===== config.mk =====
export PLATFORM = sky130hd
export DESIGN_NAME = multichannel_waveform_generator_core
export DESIGN_NICKNAME = d
export VERILOG_FILES = /design/src/hdl/mwg_pkg.sv /design/src/hdl/mwg_front.sv /design/src/hdl/mwg_queue.sv /design/src/hdl/mwg_back.sv /design/src/hdl/multichannel_waveform_generator_core.sv
export SDC_FILE = /design/constraint.sdc
export NUM_CORES = 2
export LEC_CHECK = 0
export ABC_CLOCK_PERIOD_IN_PS = 8450
export BUFFER_PORTS_ARGS = -buffer_cell sky130_fd_sc_hd__buf_2
export CELL_PAD_IN_SITES_DETAIL_PLACEMENT = 1
export CELL_PAD_IN_SITES_GLOBAL_PLACEMENT = 1
export CORE_AREA = 8 8 453 455
export CTS_CLUSTER_DIAMETER = 200
export CTS_CLUSTER_SIZE = 40
export DETAILED_ROUTE_END_ITERATION = 10
export DIE_AREA = 0 0 461 463
export GPL_TIMING_DRIVEN = 0
export PLACE_DENSITY = 0.75
export SYNTH_ARGS = -nofsm -noshare
export SYNTH_HDL_FRONTEND = slang
export SYNTH_SLANG_ARGS = --single-unit
export TNS_END_PERCENT = 30

===== constraint.sdc =====
create_clock -name clk -period 8.45 [get_ports clk]
set_clock_uncertainty 0.15 [all_clocks]
set_input_delay 1.2675 -clock clk [delete_from_list [all_inputs] [get_ports clk]]
set_output_delay 1.2675 -clock clk [all_outputs]
set_load 0.03 [all_outputs]

===== src/hdl/mwg_pkg.sv =====
`default_nettype none
package mwg_pkg;

  localparam int CHANNELS = 8;
  localparam int CH_BITS  = (CHANNELS > 1) ? $clog2(CHANNELS) : 1;
  localparam int CNT_W    = $clog2(CHANNELS + 1);
  localparam int CMP_W    = (CNT_W > 3) ? CNT_W : 3;

  localparam int SINE_ENTRIES = 1024;
  localparam int SINE_BITS    = $clog2(SINE_ENTRIES);
  // keep only the phase bits that select a sine entry
  localparam logic [31:0] SINE_MASK = ~((32'h1 << (32 - SINE_BITS)) - 32'h1);

  localparam logic [16:0] COEF_A1   = 17'd102944;
  localparam logic [15:0] COEF_A3   = 16'd42334;
  localparam logic [12:0] COEF_A5   = 13'd4926;
  localparam logic [16:0] ONE_Q16   = 17'h10000;
  localparam logic [31:0] HALF_TURN = 32'h8000_0000;

  localparam logic [2:0] ACT_ADD      = 3'd0;
  localparam logic [2:0] ACT_SET_WAVE = 3'd1;
  localparam logic [2:0] ACT_SET_FREQ = 3'd2;
  localparam logic [2:0] ACT_SET_AMP  = 3'd3;
  localparam logic [2:0] ACT_SET_PH   = 3'd4;
  localparam logic [2:0] ACT_TICK     = 3'd5;

  localparam logic [1:0] WAVE_SINE   = 2'd0;
  localparam logic [1:0] WAVE_TRI    = 2'd1;
  localparam logic [1:0] WAVE_SAW    = 2'd2;
  localparam logic [1:0] WAVE_SQUARE = 2'd3;

  localparam int CFG_IDX_W = 2;
  localparam logic [CFG_IDX_W-1:0] CFG_MAX_DUTY = 2'd0;
  localparam logic [CFG_IDX_W-1:0] CFG_PWM_RATE = 2'd1;

  localparam int QDEPTH = 2;
  localparam int QPTR_W = 1;

  typedef struct packed {
    logic [2:0]         act;
    logic [CH_BITS-1:0] ch;
    logic [7:0]         pin;
    logic [1:0]         wave;
    logic [31:0]        freq;
    logic [15:0]        amp;
    logic [15:0]        phase;
    logic [19:0]        elapsed;
  } cmd_t;

  typedef struct packed {
    logic [7:0]  pin;
    logic [2:0]  channel;
    logic [15:0] duty;
    logic [19:0] pwm_freq;
    logic        last;
  } res_t;

endpackage
`default_nettype wire


===== src/hdl/mwg_front.sv =====
`default_nettype none
module mwg_front import mwg_pkg::*; (
  input  logic               clk,
  input  logic               rst_n,
  input  logic               in_valid,
  output logic               in_stall,
  input  logic [2:0]         in_action,
  input  logic [2:0]         in_channel,
  input  logic [7:0]         in_pin,
  input  logic [1:0]         in_wave_type,
  input  logic [31:0]        in_freq_step,
  input  logic signed [15:0] in_amplitude,
  input  logic [15:0]        in_phase_offset,
  input  logic [19:0]        in_elapsed_us,
  input  logic [15:0]        max_duty,
  input  logic               q_full,
  output logic               q_push,
  output cmd_t               q_cmd
);

  logic [CNT_W-1:0] cnt_r;
  logic             accept;
  logic             keep;
  logic             ch_ok;
  logic             tab_full;
  logic [15:0]      amp_clamped;

  assign in_stall = q_full;
  assign accept   = in_valid && !q_full;
  assign tab_full = (cnt_r == CNT_W'(CHANNELS));
  assign ch_ok    = (CMP_W'(in_channel) < CMP_W'(cnt_r));

  always_comb begin
    if (in_amplitude[15]) begin
      amp_clamped = 16'h0;
    end else if (in_amplitude > max_duty) begin
      amp_clamped = max_duty;
    end else begin
      amp_clamped = in_amplitude;
    end
  end

  // drop adds to a full table, setters for unadded channels, empty or channel-less ticks, and unknown actions
  always_comb begin
    unique case (in_action)
      ACT_ADD:      keep = !tab_full;
      ACT_SET_WAVE,
      ACT_SET_FREQ,
      ACT_SET_AMP,
      ACT_SET_PH:   keep = ch_ok;
      ACT_TICK:     keep = (in_elapsed_us != 20'h0) && (cnt_r != '0);
      default:      keep = 1'b0;
    endcase
  end

  assign q_push        = accept && keep;
  assign q_cmd.act     = in_action;
  assign q_cmd.ch      = CH_BITS'(in_channel);
  assign q_cmd.pin     = in_pin;
  assign q_cmd.wave    = in_wave_type;
  assign q_cmd.freq    = in_freq_step;
  assign q_cmd.amp     = amp_clamped;
  assign q_cmd.phase   = in_phase_offset;
  assign q_cmd.elapsed = in_elapsed_us;

  // shadow of the channel count so setters can be checked at the door
  always_ff @(posedge clk) begin
    if (!rst_n) begin
      cnt_r <= '0;
    end else if (q_push && in_action == ACT_ADD) begin
      cnt_r <= cnt_r + CNT_W'(1);
    end
  end

endmodule
`default_nettype wire


===== src/hdl/mwg_queue.sv =====
`default_nettype none
module mwg_queue import mwg_pkg::*; (
  input  logic clk,
  input  logic rst_n,
  input  logic push,
  input  cmd_t push_data,
  output logic full,
  input  logic pop,
  output logic empty,
  output cmd_t head
);

  cmd_t                mem_r [QDEPTH];
  logic [QPTR_W-1:0]   wr_ptr_r;
  logic [QPTR_W-1:0]   rd_ptr_r;
  logic [QPTR_W:0]     count_r;

  assign full  = (count_r == (QPTR_W+1)'(QDEPTH));
  assign empty = (count_r == '0);
  assign head  = mem_r[rd_ptr_r];

  always_ff @(posedge clk) begin
    if (push) begin
      mem_r[wr_ptr_r] <= push_data;
    end
  end

  always_ff @(posedge clk) begin
    if (!rst_n) begin
      wr_ptr_r <= '0;
      rd_ptr_r <= '0;
      count_r  <= '0;
    end else begin
      if (push) begin
        wr_ptr_r <= wr_ptr_r + QPTR_W'(1);
      end
      if (pop) begin
        rd_ptr_r <= rd_ptr_r + QPTR_W'(1);
      end
      if (push && !pop) begin
        count_r <= count_r + (QPTR_W+1)'(1);
      end else if (pop && !push) begin
        count_r <= count_r - (QPTR_W+1)'(1);
      end
    end
  end

endmodule
`default_nettype wire


===== src/hdl/mwg_back.sv =====
`default_nettype none
module mwg_back import mwg_pkg::*; (
  input  logic        clk,
  input  logic        rst_n,
  input  logic        q_empty,
  input  cmd_t        q_head,
  output logic        q_pop,
  input  logic [19:0] pwm_rate,
  output logic        out_valid,
  input  logic        out_stall,
  output res_t        res
);

  localparam logic [3:0] ST_IDLE  = 4'd0;
  localparam logic [3:0] ST_MUL   = 4'd1;
  localparam logic [3:0] ST_ACC   = 4'd2;
  localparam logic [3:0] ST_PH    = 4'd3;
  localparam logic [3:0] ST_Q1    = 4'd4;
  localparam logic [3:0] ST_Q2    = 4'd5;
  localparam logic [3:0] ST_Q3    = 4'd6;
  localparam logic [3:0] ST_Q4    = 4'd7;
  localparam logic [3:0] ST_SHAPE = 4'd8;
  localparam logic [3:0] ST_DUTY  = 4'd9;
  localparam logic [3:0] ST_OUT   = 4'd10;

  logic [7:0]  pin_tab   [CHANNELS];
  logic [1:0]  wave_tab  [CHANNELS];
  logic [31:0] freq_tab  [CHANNELS];
  logic [15:0] amp_tab   [CHANNELS];
  logic [15:0] phase_tab [CHANNELS];
  logic [31:0] acc_tab   [CHANNELS];

  logic [3:0]         state_r;
  logic [3:0]         state_nxt;
  logic [CNT_W-1:0]   cnt_r;
  logic [CH_BITS-1:0] k_r;
  logic               out_valid_r;
  res_t               res_r;

  logic [19:0] elapsed_r;
  logic [31:0] prod_r;
  logic [31:0] p_r;
  logic [16:0] u_r;
  logic [16:0] u2_r;
  logic [15:0] s1_r;
  logic [16:0] s2_r;
  logic [17:0] q_r;
  logic [16:0] v_r;
  logic [15:0] duty_r;

  logic [51:0]        mul_step;
  logic [31:0]        t_c;
  logic [16:0]        u_c;
  logic [33:0]        mul_sq;
  logic [29:0]        mul_a5;
  logic [32:0]        mul_a3;
  logic [33:0]        mul_a1;
  logic [32:0]        mul_amp;
  logic [31:0]        tri_d;
  logic [18:0]        sine_sum;
  logic [16:0]        v_c;
  logic               out_free;
  logic               is_last;
  logic [CH_BITS-1:0] add_idx;

  assign q_pop     = (state_r == ST_IDLE) && !q_empty;
  assign out_free  = !out_valid_r || !out_stall;
  assign is_last   = ((CNT_W'(k_r) + CNT_W'(1)) == cnt_r);
  assign add_idx   = CH_BITS'(cnt_r);
  assign out_valid = out_valid_r;
  assign res       = res_r;

  assign mul_step = 52'(freq_tab[k_r]) * 52'(elapsed_r);
  assign t_c      = p_r & SINE_MASK;
  // odd quadrants run the quarter wave backward
  assign u_c      = p_r[30] ? (ONE_Q16 - {1'b0, t_c[29:14]}) : {1'b0, t_c[29:14]};
  assign mul_sq   = 34'(u_c) * 34'(u_c);
  assign mul_a5   = 30'(COEF_A5) * 30'(u2_r);
  assign mul_a3   = 33'(s1_r) * 33'(u2_r);
  assign mul_a1   = 34'(s2_r) * 34'(u_r);
  assign mul_amp  = 33'(v_r) * 33'(amp_tab[k_r]);
  assign tri_d    = p_r[31] ? (p_r - HALF_TURN) : (HALF_TURN - p_r);
  assign sine_sum = p_r[31] ? (19'(ONE_Q16) - 19'(q_r)) : (19'(ONE_Q16) + 19'(q_r));

  always_comb begin
    unique case (wave_tab[k_r])
      WAVE_SINE:   v_c = sine_sum[17:1];
      WAVE_TRI:    v_c = tri_d[31:15];
      WAVE_SAW:    v_c = {1'b0, p_r[31:16]};
      WAVE_SQUARE: v_c = (!p_r[31] || q_r == '0) ? ONE_Q16 : 17'h0;
      default:     v_c = 17'h0;
    endcase
  end

  always_comb begin
    state_nxt = state_r;
    unique case (state_r)
      ST_IDLE:  if (q_pop && q_head.act == ACT_TICK) state_nxt = ST_MUL;
      ST_MUL:   state_nxt = ST_ACC;
      ST_ACC:   state_nxt = ST_PH;
      ST_PH:    state_nxt = ST_Q1;
      ST_Q1:    state_nxt = ST_Q2;
      ST_Q2:    state_nxt = ST_Q3;
      ST_Q3:    state_nxt = ST_Q4;
      ST_Q4:    state_nxt = ST_SHAPE;
      ST_SHAPE: state_nxt = ST_DUTY;
      ST_DUTY:  state_nxt = ST_OUT;
      ST_OUT:   if (out_free) state_nxt = is_last ? ST_IDLE : ST_MUL;
      default:  state_nxt = ST_IDLE;
    endcase
  end

  // channel table writes
  always_ff @(posedge clk) begin
    if (q_pop) begin
      unique case (q_head.act)
        ACT_ADD: begin
          pin_tab[add_idx]   <= q_head.pin;
          wave_tab[add_idx]  <= q_head.wave;
          freq_tab[add_idx]  <= q_head.freq;
          amp_tab[add_idx]   <= q_head.amp;
          phase_tab[add_idx] <= q_head.phase;
          acc_tab[add_idx]   <= 32'h0;
        end
        ACT_SET_WAVE: wave_tab[q_head.ch]  <= q_head.wave;
        ACT_SET_FREQ: freq_tab[q_head.ch]  <= q_head.freq;
        ACT_SET_AMP:  amp_tab[q_head.ch]   <= q_head.amp;
        ACT_SET_PH:   phase_tab[q_head.ch] <= q_head.phase;
        default: ;
      endcase
    end else if (state_r == ST_ACC) begin
      acc_tab[k_r] <= acc_tab[k_r] + prod_r;
    end
  end

  // datapath
  always_ff @(posedge clk) begin
    unique case (state_r)
      ST_IDLE:  if (q_pop) elapsed_r <= q_head.elapsed;
      ST_MUL:   prod_r <= mul_step[31:0];
      ST_PH:    p_r <= acc_tab[k_r] + {phase_tab[k_r], 16'h0};
      ST_Q1: begin
        u_r  <= u_c;
        u2_r <= mul_sq[32:16];
      end
      ST_Q2:    s1_r <= COEF_A3 - 16'(mul_a5[29:16]);
      ST_Q3:    s2_r <= COEF_A1 - 17'(mul_a3[32:16]);
      ST_Q4:    q_r <= mul_a1[33:16];
      ST_SHAPE: v_r <= v_c;
      ST_DUTY:  duty_r <= mul_amp[31:16];
      ST_OUT: begin
        if (out_free) begin
          res_r.pin      <= pin_tab[k_r];
          res_r.channel  <= 3'(k_r);
          res_r.duty     <= duty_r;
          res_r.pwm_freq <= pwm_rate;
          res_r.last     <= is_last;
        end
      end
      default: ;
    endcase
  end

  always_ff @(posedge clk) begin
    if (!rst_n) begin
      state_r     <= ST_IDLE;
      cnt_r       <= '0;
      k_r         <= '0;
      out_valid_r <= 1'b0;
    end else begin
      state_r <= state_nxt;
      if (q_pop && q_head.act == ACT_ADD) begin
        cnt_r <= cnt_r + CNT_W'(1);
      end
      if (q_pop) begin
        k_r <= '0;
      end else if (state_r == ST_OUT && out_free && !is_last) begin
        k_r <= k_r + CH_BITS'(1);
      end
      if (state_r == ST_OUT && out_free) begin
        out_valid_r <= 1'b1;
      end else if (!out_stall) begin
        out_valid_r <= 1'b0;
      end
    end
  end

endmodule
`default_nettype wire


===== src/hdl/multichannel_waveform_generator_core.sv =====
// An add or setter is queued on acceptance and lands in the channel tables when the back end
// pops it; the back end pops only while idle, and a tick then walks every channel in turn.
// Each channel steps through multiply, accumulate, phase, four polynomial steps, shape, scale,
// output; a stalled result holds it. No queued request is popped until a tick's last result is out.
// Reset (rst_n low, synchronous): channel count zero, queue empty, no result pending,
// max_duty 255, pwm_rate 1000. Channel tables are not cleared.
`default_nettype none
module multichannel_waveform_generator_core import mwg_pkg::*; (
  input  logic                 clk,
  input  logic                 rst_n,
  input  logic                 in_valid,
  output logic                 in_stall,
  input  logic [2:0]           in_action,
  input  logic [2:0]           in_channel,
  input  logic [7:0]           in_pin,
  input  logic [1:0]           in_wave_type,
  input  logic [31:0]          in_freq_step,
  input  logic signed [15:0]   in_amplitude,
  input  logic [15:0]          in_phase_offset,
  input  logic [19:0]          in_elapsed_us,
  output logic                 out_valid,
  input  logic                 out_stall,
  output logic [7:0]           out_pin,
  output logic [2:0]           out_channel,
  output logic [15:0]          out_duty,
  output logic [19:0]          out_pwm_frequency,
  output logic                 out_last,
  input  logic                 cfg_valid,
  output logic                 cfg_ready,
  input  logic [CFG_IDX_W-1:0] cfg_index,
  input  logic [19:0]          cfg_data
);

  logic [15:0] max_duty_r;
  logic [19:0] pwm_rate_r;
  logic        q_full;
  logic        q_empty;
  logic        q_push;
  logic        q_pop;
  cmd_t        q_cmd;
  cmd_t        q_head;
  res_t        res;

  assign cfg_ready = 1'b1;

  always_ff @(posedge clk) begin
    if (!rst_n) begin
      max_duty_r <= 16'd255;
      pwm_rate_r <= 20'd1000;
    end else if (cfg_valid && cfg_ready) begin
      if (cfg_index == CFG_MAX_DUTY) begin
        max_duty_r <= cfg_data[15:0];
      end else if (cfg_index == CFG_PWM_RATE) begin
        pwm_rate_r <= cfg_data;
      end
    end
  end

  mwg_front u_front (
    .clk             (clk),
    .rst_n           (rst_n),
    .in_valid        (in_valid),
    .in_stall        (in_stall),
    .in_action       (in_action),
    .in_channel      (in_channel),
    .in_pin          (in_pin),
    .in_wave_type    (in_wave_type),
    .in_freq_step    (in_freq_step),
    .in_amplitude    (in_amplitude),
    .in_phase_offset (in_phase_offset),
    .in_elapsed_us   (in_elapsed_us),
    .max_duty        (max_duty_r),
    .q_full          (q_full),
    .q_push          (q_push),
    .q_cmd           (q_cmd)
  );

  mwg_queue u_queue (
    .clk       (clk),
    .rst_n     (rst_n),
    .push      (q_push),
    .push_data (q_cmd),
    .full      (q_full),
    .pop       (q_pop),
    .empty     (q_empty),
    .head      (q_head)
  );

  mwg_back u_back (
    .clk       (clk),
    .rst_n     (rst_n),
    .q_empty   (q_empty),
    .q_head    (q_head),
    .q_pop     (q_pop),
    .pwm_rate  (pwm_rate_r),
    .out_valid (out_valid),
    .out_stall (out_stall),
    .res       (res)
  );

  assign out_pin           = res.pin;
  assign out_channel       = res.channel;
  assign out_duty          = res.duty;
  assign out_pwm_frequency = res.pwm_freq;
  assign out_last          = res.last;

endmodule
`default_nettype wire


==> run summary <==
Avg Vias per Cell = 5.57
Clk root buf = sky130_fd_sc_hd__clkbuf_16
Portion of synthesized cell area occupied by the leading cell type = 41.0%
Mean instance size in the synthesized netlist = 12.6 um^2
Total of endpoints with negative setup slack in the final report = 6
Syn. warnings = 0
Fraction of layout instances using a drive strength above 1 = 12.8%
Signed area change from the synthesized netlist to the final layout = 9.07%
Number of H-tree levels = 2
Initial standard-cell utilization of the core = 47.5%
Number of nets in the finished design = 9556
Global Route Usage Sum = 24.4%
Number of distinct library cells after synthesis = 78
Number of sinks on the clock net = 1348
CTS hold repair buffers = 0
Clock transition time at the flip-flop clock pins of the worst setup and hold paths = 0.15 ns
Count of filler cells inserted in the layout = 20486
WL final = 264 mm
Syn Inst Count = 7501
Number of input and output port buffers inserted = 175
CTS buffer count = 41
Smallest setup slack after layout = -0.359 ns
Result of the run = finished with violations
Worst slew pin tran = 1.34 ns
Residual antenna-violating net count after detailed routing = 0
Post-layout util = 51.9%
Cell area after synthesis = 94200 um^2
Number of search-and-repair iterations in the first detailed-routing pass = 6
Library cell with the largest summed area after synthesis = sky130_fd_sc_hd__edfxtp_1
CP Data Required Time = 8.80 ns
Family with the most delay on the worst path = adder cells
Die outline area = 213000 um^2
# IOs = 178
Floorplan die height = 463 um
Vias in the first global route = 66217
Storage cell area = 39900 um^2
First-pass GRT wire length = 401 mm
Clk Latency, worst-skew pair = 0.74 ns
Slowest stage cell, crit path = sky130_fd_sc_hd__fa_1
Endpoint kind of the worst setup timing path = register
Buffers & Inverters on Critical Path = 12
Maximum number of pins on one net before global-route repair = 58
Sequential fraction of the synthesis area = 42.3%
Overflow left after global routing = 0
Top cell types by occurrence after synthesis = sky130_fd_sc_hd__edfxtp_1 (1288), sky130_fd_sc_hd__inv_1 (1239), sky130_fd_sc_hd__fa_1 (978), sky130_fd_sc_hd__nand2_1 (855), sky130_fd_sc_hd__ha_1 (572)
TritonCTS clock tree = yes
Longest Clk Path Bufs = 3
Count leader, synth = sky130_fd_sc_hd__edfxtp_1
Fraction of registers with async set/reset = 0%
Number of enable-type register cells in the synthesized netlist = 1288
Post-DP HPWL = 205 mm
Area of the core region = 198000 um^2
Max incr delay on CP = 0.52 ns
Timing-limited maximum frequency = 114 MHz
Routability Congestion = 0.913
Cell type with the highest occurrence count on the critical path = sky130_fd_sc_hd__fa_1
Worst relative slew slack = 10.3%
Highest net fanout along the worst path = 8
Data arrival time of the critical path = 9.16 ns
Area of combinational cells with multiple inputs = 49300 um^2
Number of synthesized register bits = 1348
Final count of pins violating max slew = 0
Cells taking the most area after synthesis = sky130_fd_sc_hd__edfxtp_1 (41%), sky130_fd_sc_hd__fa_1 (21%), sky130_fd_sc_hd__ha_1 (7.6%)
Wire length per cell = 24.9 um
Vias after detailed routing = 58832
Hold Violations, Final = 0
Post-route minimum period = 8.81 ns
Max-cap check violation count = 0
Number of DRC violations after detailed-routing iteration 0 = 4354
Class of the worst hold path = register to register
Initial antenna violation count = 15
Critical setup path kind = register to register
RSZ-0062 raised after global routing = yes
Violations in the final reports = negative setup slack
Site row count = 164
Synth Flop Type = sky130_fd_sc_hd__edfxtp_1
Horizontal extent of the die = 461 um
Critical path launch point type = register
Post-route fraction of the period consumed by the critical path = 104%
Number of DRC violations after detailed routing = 0
==> per-layer routing <==
metal  global-route usage [%]  up-vias  part of all wire, %
met5                        0        -                0.023
met4                     8.21       10                  4.3
met3                     2.56      499                  4.7
met2                     44.4     1771                   52
met1                     30.2    30973                   39
li1                         -    25579                    -
==> cell usage in the layout, fill, tap and decap left out, types with 22 or more instances in the layout <==
cell                           n
sky130_fd_sc_hd__buf_6        41
sky130_fd_sc_hd__clkbuf_16    48
sky130_fd_sc_hd__nor3_2       22
sky130_fd_sc_hd__nand3_1      37
sky130_fd_sc_hd__o21ai_0      81
sky130_fd_sc_hd__inv_1      1234
sky130_fd_sc_hd__nand2b_1     37
sky130_fd_sc_hd__mux2i_1      37
sky130_fd_sc_hd__xnor2_1     179
sky130_fd_sc_hd__and2_1      416
sky130_fd_sc_hd__buf_2       190
sky130_fd_sc_hd__ha_1        565
sky130_fd_sc_hd__nand2_1     854
sky130_fd_sc_hd__a21o_1       56
sky130_fd_sc_hd__mux2_2      184
sky130_fd_sc_hd__clkbuf_2     34
sky130_fd_sc_hd__xor2_1       73
sky130_fd_sc_hd__clkbuf_1    211
sky130_fd_sc_hd__fa_1        972
sky130_fd_sc_hd__o21a_1       23
sky130_fd_sc_hd__edfxtp_1   1288
sky130_fd_sc_hd__mux4_2      212
sky130_fd_sc_hd__nor2_1      216
sky130_fd_sc_hd__buf_4        76
sky130_fd_sc_hd__nor3_1       47
sky130_fd_sc_hd__a21boi_0     32
sky130_fd_sc_hd__buf_8        29
sky130_fd_sc_hd__dfxtp_1      58
sky130_fd_sc_hd__nor2b_1      90
sky130_fd_sc_hd__a21oi_1     110
==> cell type report <==
cell class	count	share of cell area, %
diodes	8	0.0195
plain buffers	288	1.56
clock buffers	62	1.07
clock inverters	8	0.177
inverters	1240	4.53
multi-input cells	4634	48.0
flip-flops and latches	1348	38.8
well taps	2656	3.23
repair buffers	326	2.65
==> worst paths after layout <==
path	start	end	slack, ns	cells after the start
max	register	u_back.prod_r[31]	-0.36	35
min	u_back.duty_r[12]	u_back.res[33]	0.29	0
max reg2reg	register	u_back.prod_r[31]	-0.36	35
min reg2reg	u_back.duty_r[12]	u_back.res[33]	0.29	0
==> sequential cells by signal (all words and copies together) (netlist names), 8 cells and up, named ones only <==
signal	cells
u_back.acc_tab	256
u_back.u2_r	16
u_queue.mem_r	200
u_back.wave_tab	16
u_back.duty_r	16
u_back.p_r	32
u_back.freq_tab	256
max_duty_r	16
u_back.s2_r	17
u_back.amp_tab	128
u_back.res	48
u_back.q_r	18
u_back.u_r	8
u_back.v_r	17
pwm_rate_r	20
u_back.elapsed_r	20
u_back.s1_r	16
u_back.phase_tab	128
u_back.prod_r	32
u_back.pin_tab	64
==> timing repair <==
| item | in CTS | in global routing |
|---|---|---|
| cloned | 1 | 3 |
| pin swaps | 32 | 42 |
| setup buffers | 45 | 25 |
| gates resized for setup | 167 | 113 |
| setup endpoints to repair | 103 | 21 |
==> worst register-to-register path: cells and delay by family (launching register included) <==
family,cells,cell delay [ns]
AOI/OAI and AO/OA,8,1.46
xor gates and xnor gates,1,0.08
adders and majority gates,8,3.66
buffers and inverters,12,1.11
DFF,1,0.35
muxes,2,0.86
and+or+nand+nor,4,0.87
==> through the flow <==
step | cells | setup TNS, ns | instance area (um^2) | hold slack, ns | setup slack [ns]
final | 10570 | -1.39 | 103000 | 0.286 | -0.359
after detailed placement | 10425 | -101.08 | 100000 | 0.256 | -3.46
after global routing | 10564 | -3.24 | 103000 | 0.294 | -0.510
after CTS | 10536 | -1.05 | 102000 | 0.289 | -0.303
after floorplan | 7515 | 0 | 94400 | 0.250 | 0.0102
after global placement | 10346 | -441.82 | 98600 | 0.251 | -3.40
==> kinds of logic after synthesis <==
group / after synthesis / synth area share, %
flip-flops: 1348 / 42.3
AND/OR/NAND/NOR: 1862 / 9.38
multiplexers: 451 / 7.88
adder cells (fa/ha/maj): 1550 / 28.4
other: 2 / 0.00797
AO/OA/AOI/OAI: 503 / 3.56
buffers and inverters: 1533 / 6.14
XOR/XNOR: 252 / 2.34
Power is left out: the tool's default activity adds up to more than one toggle a clock period on the data nets, which glitch-free logic cannot reach.
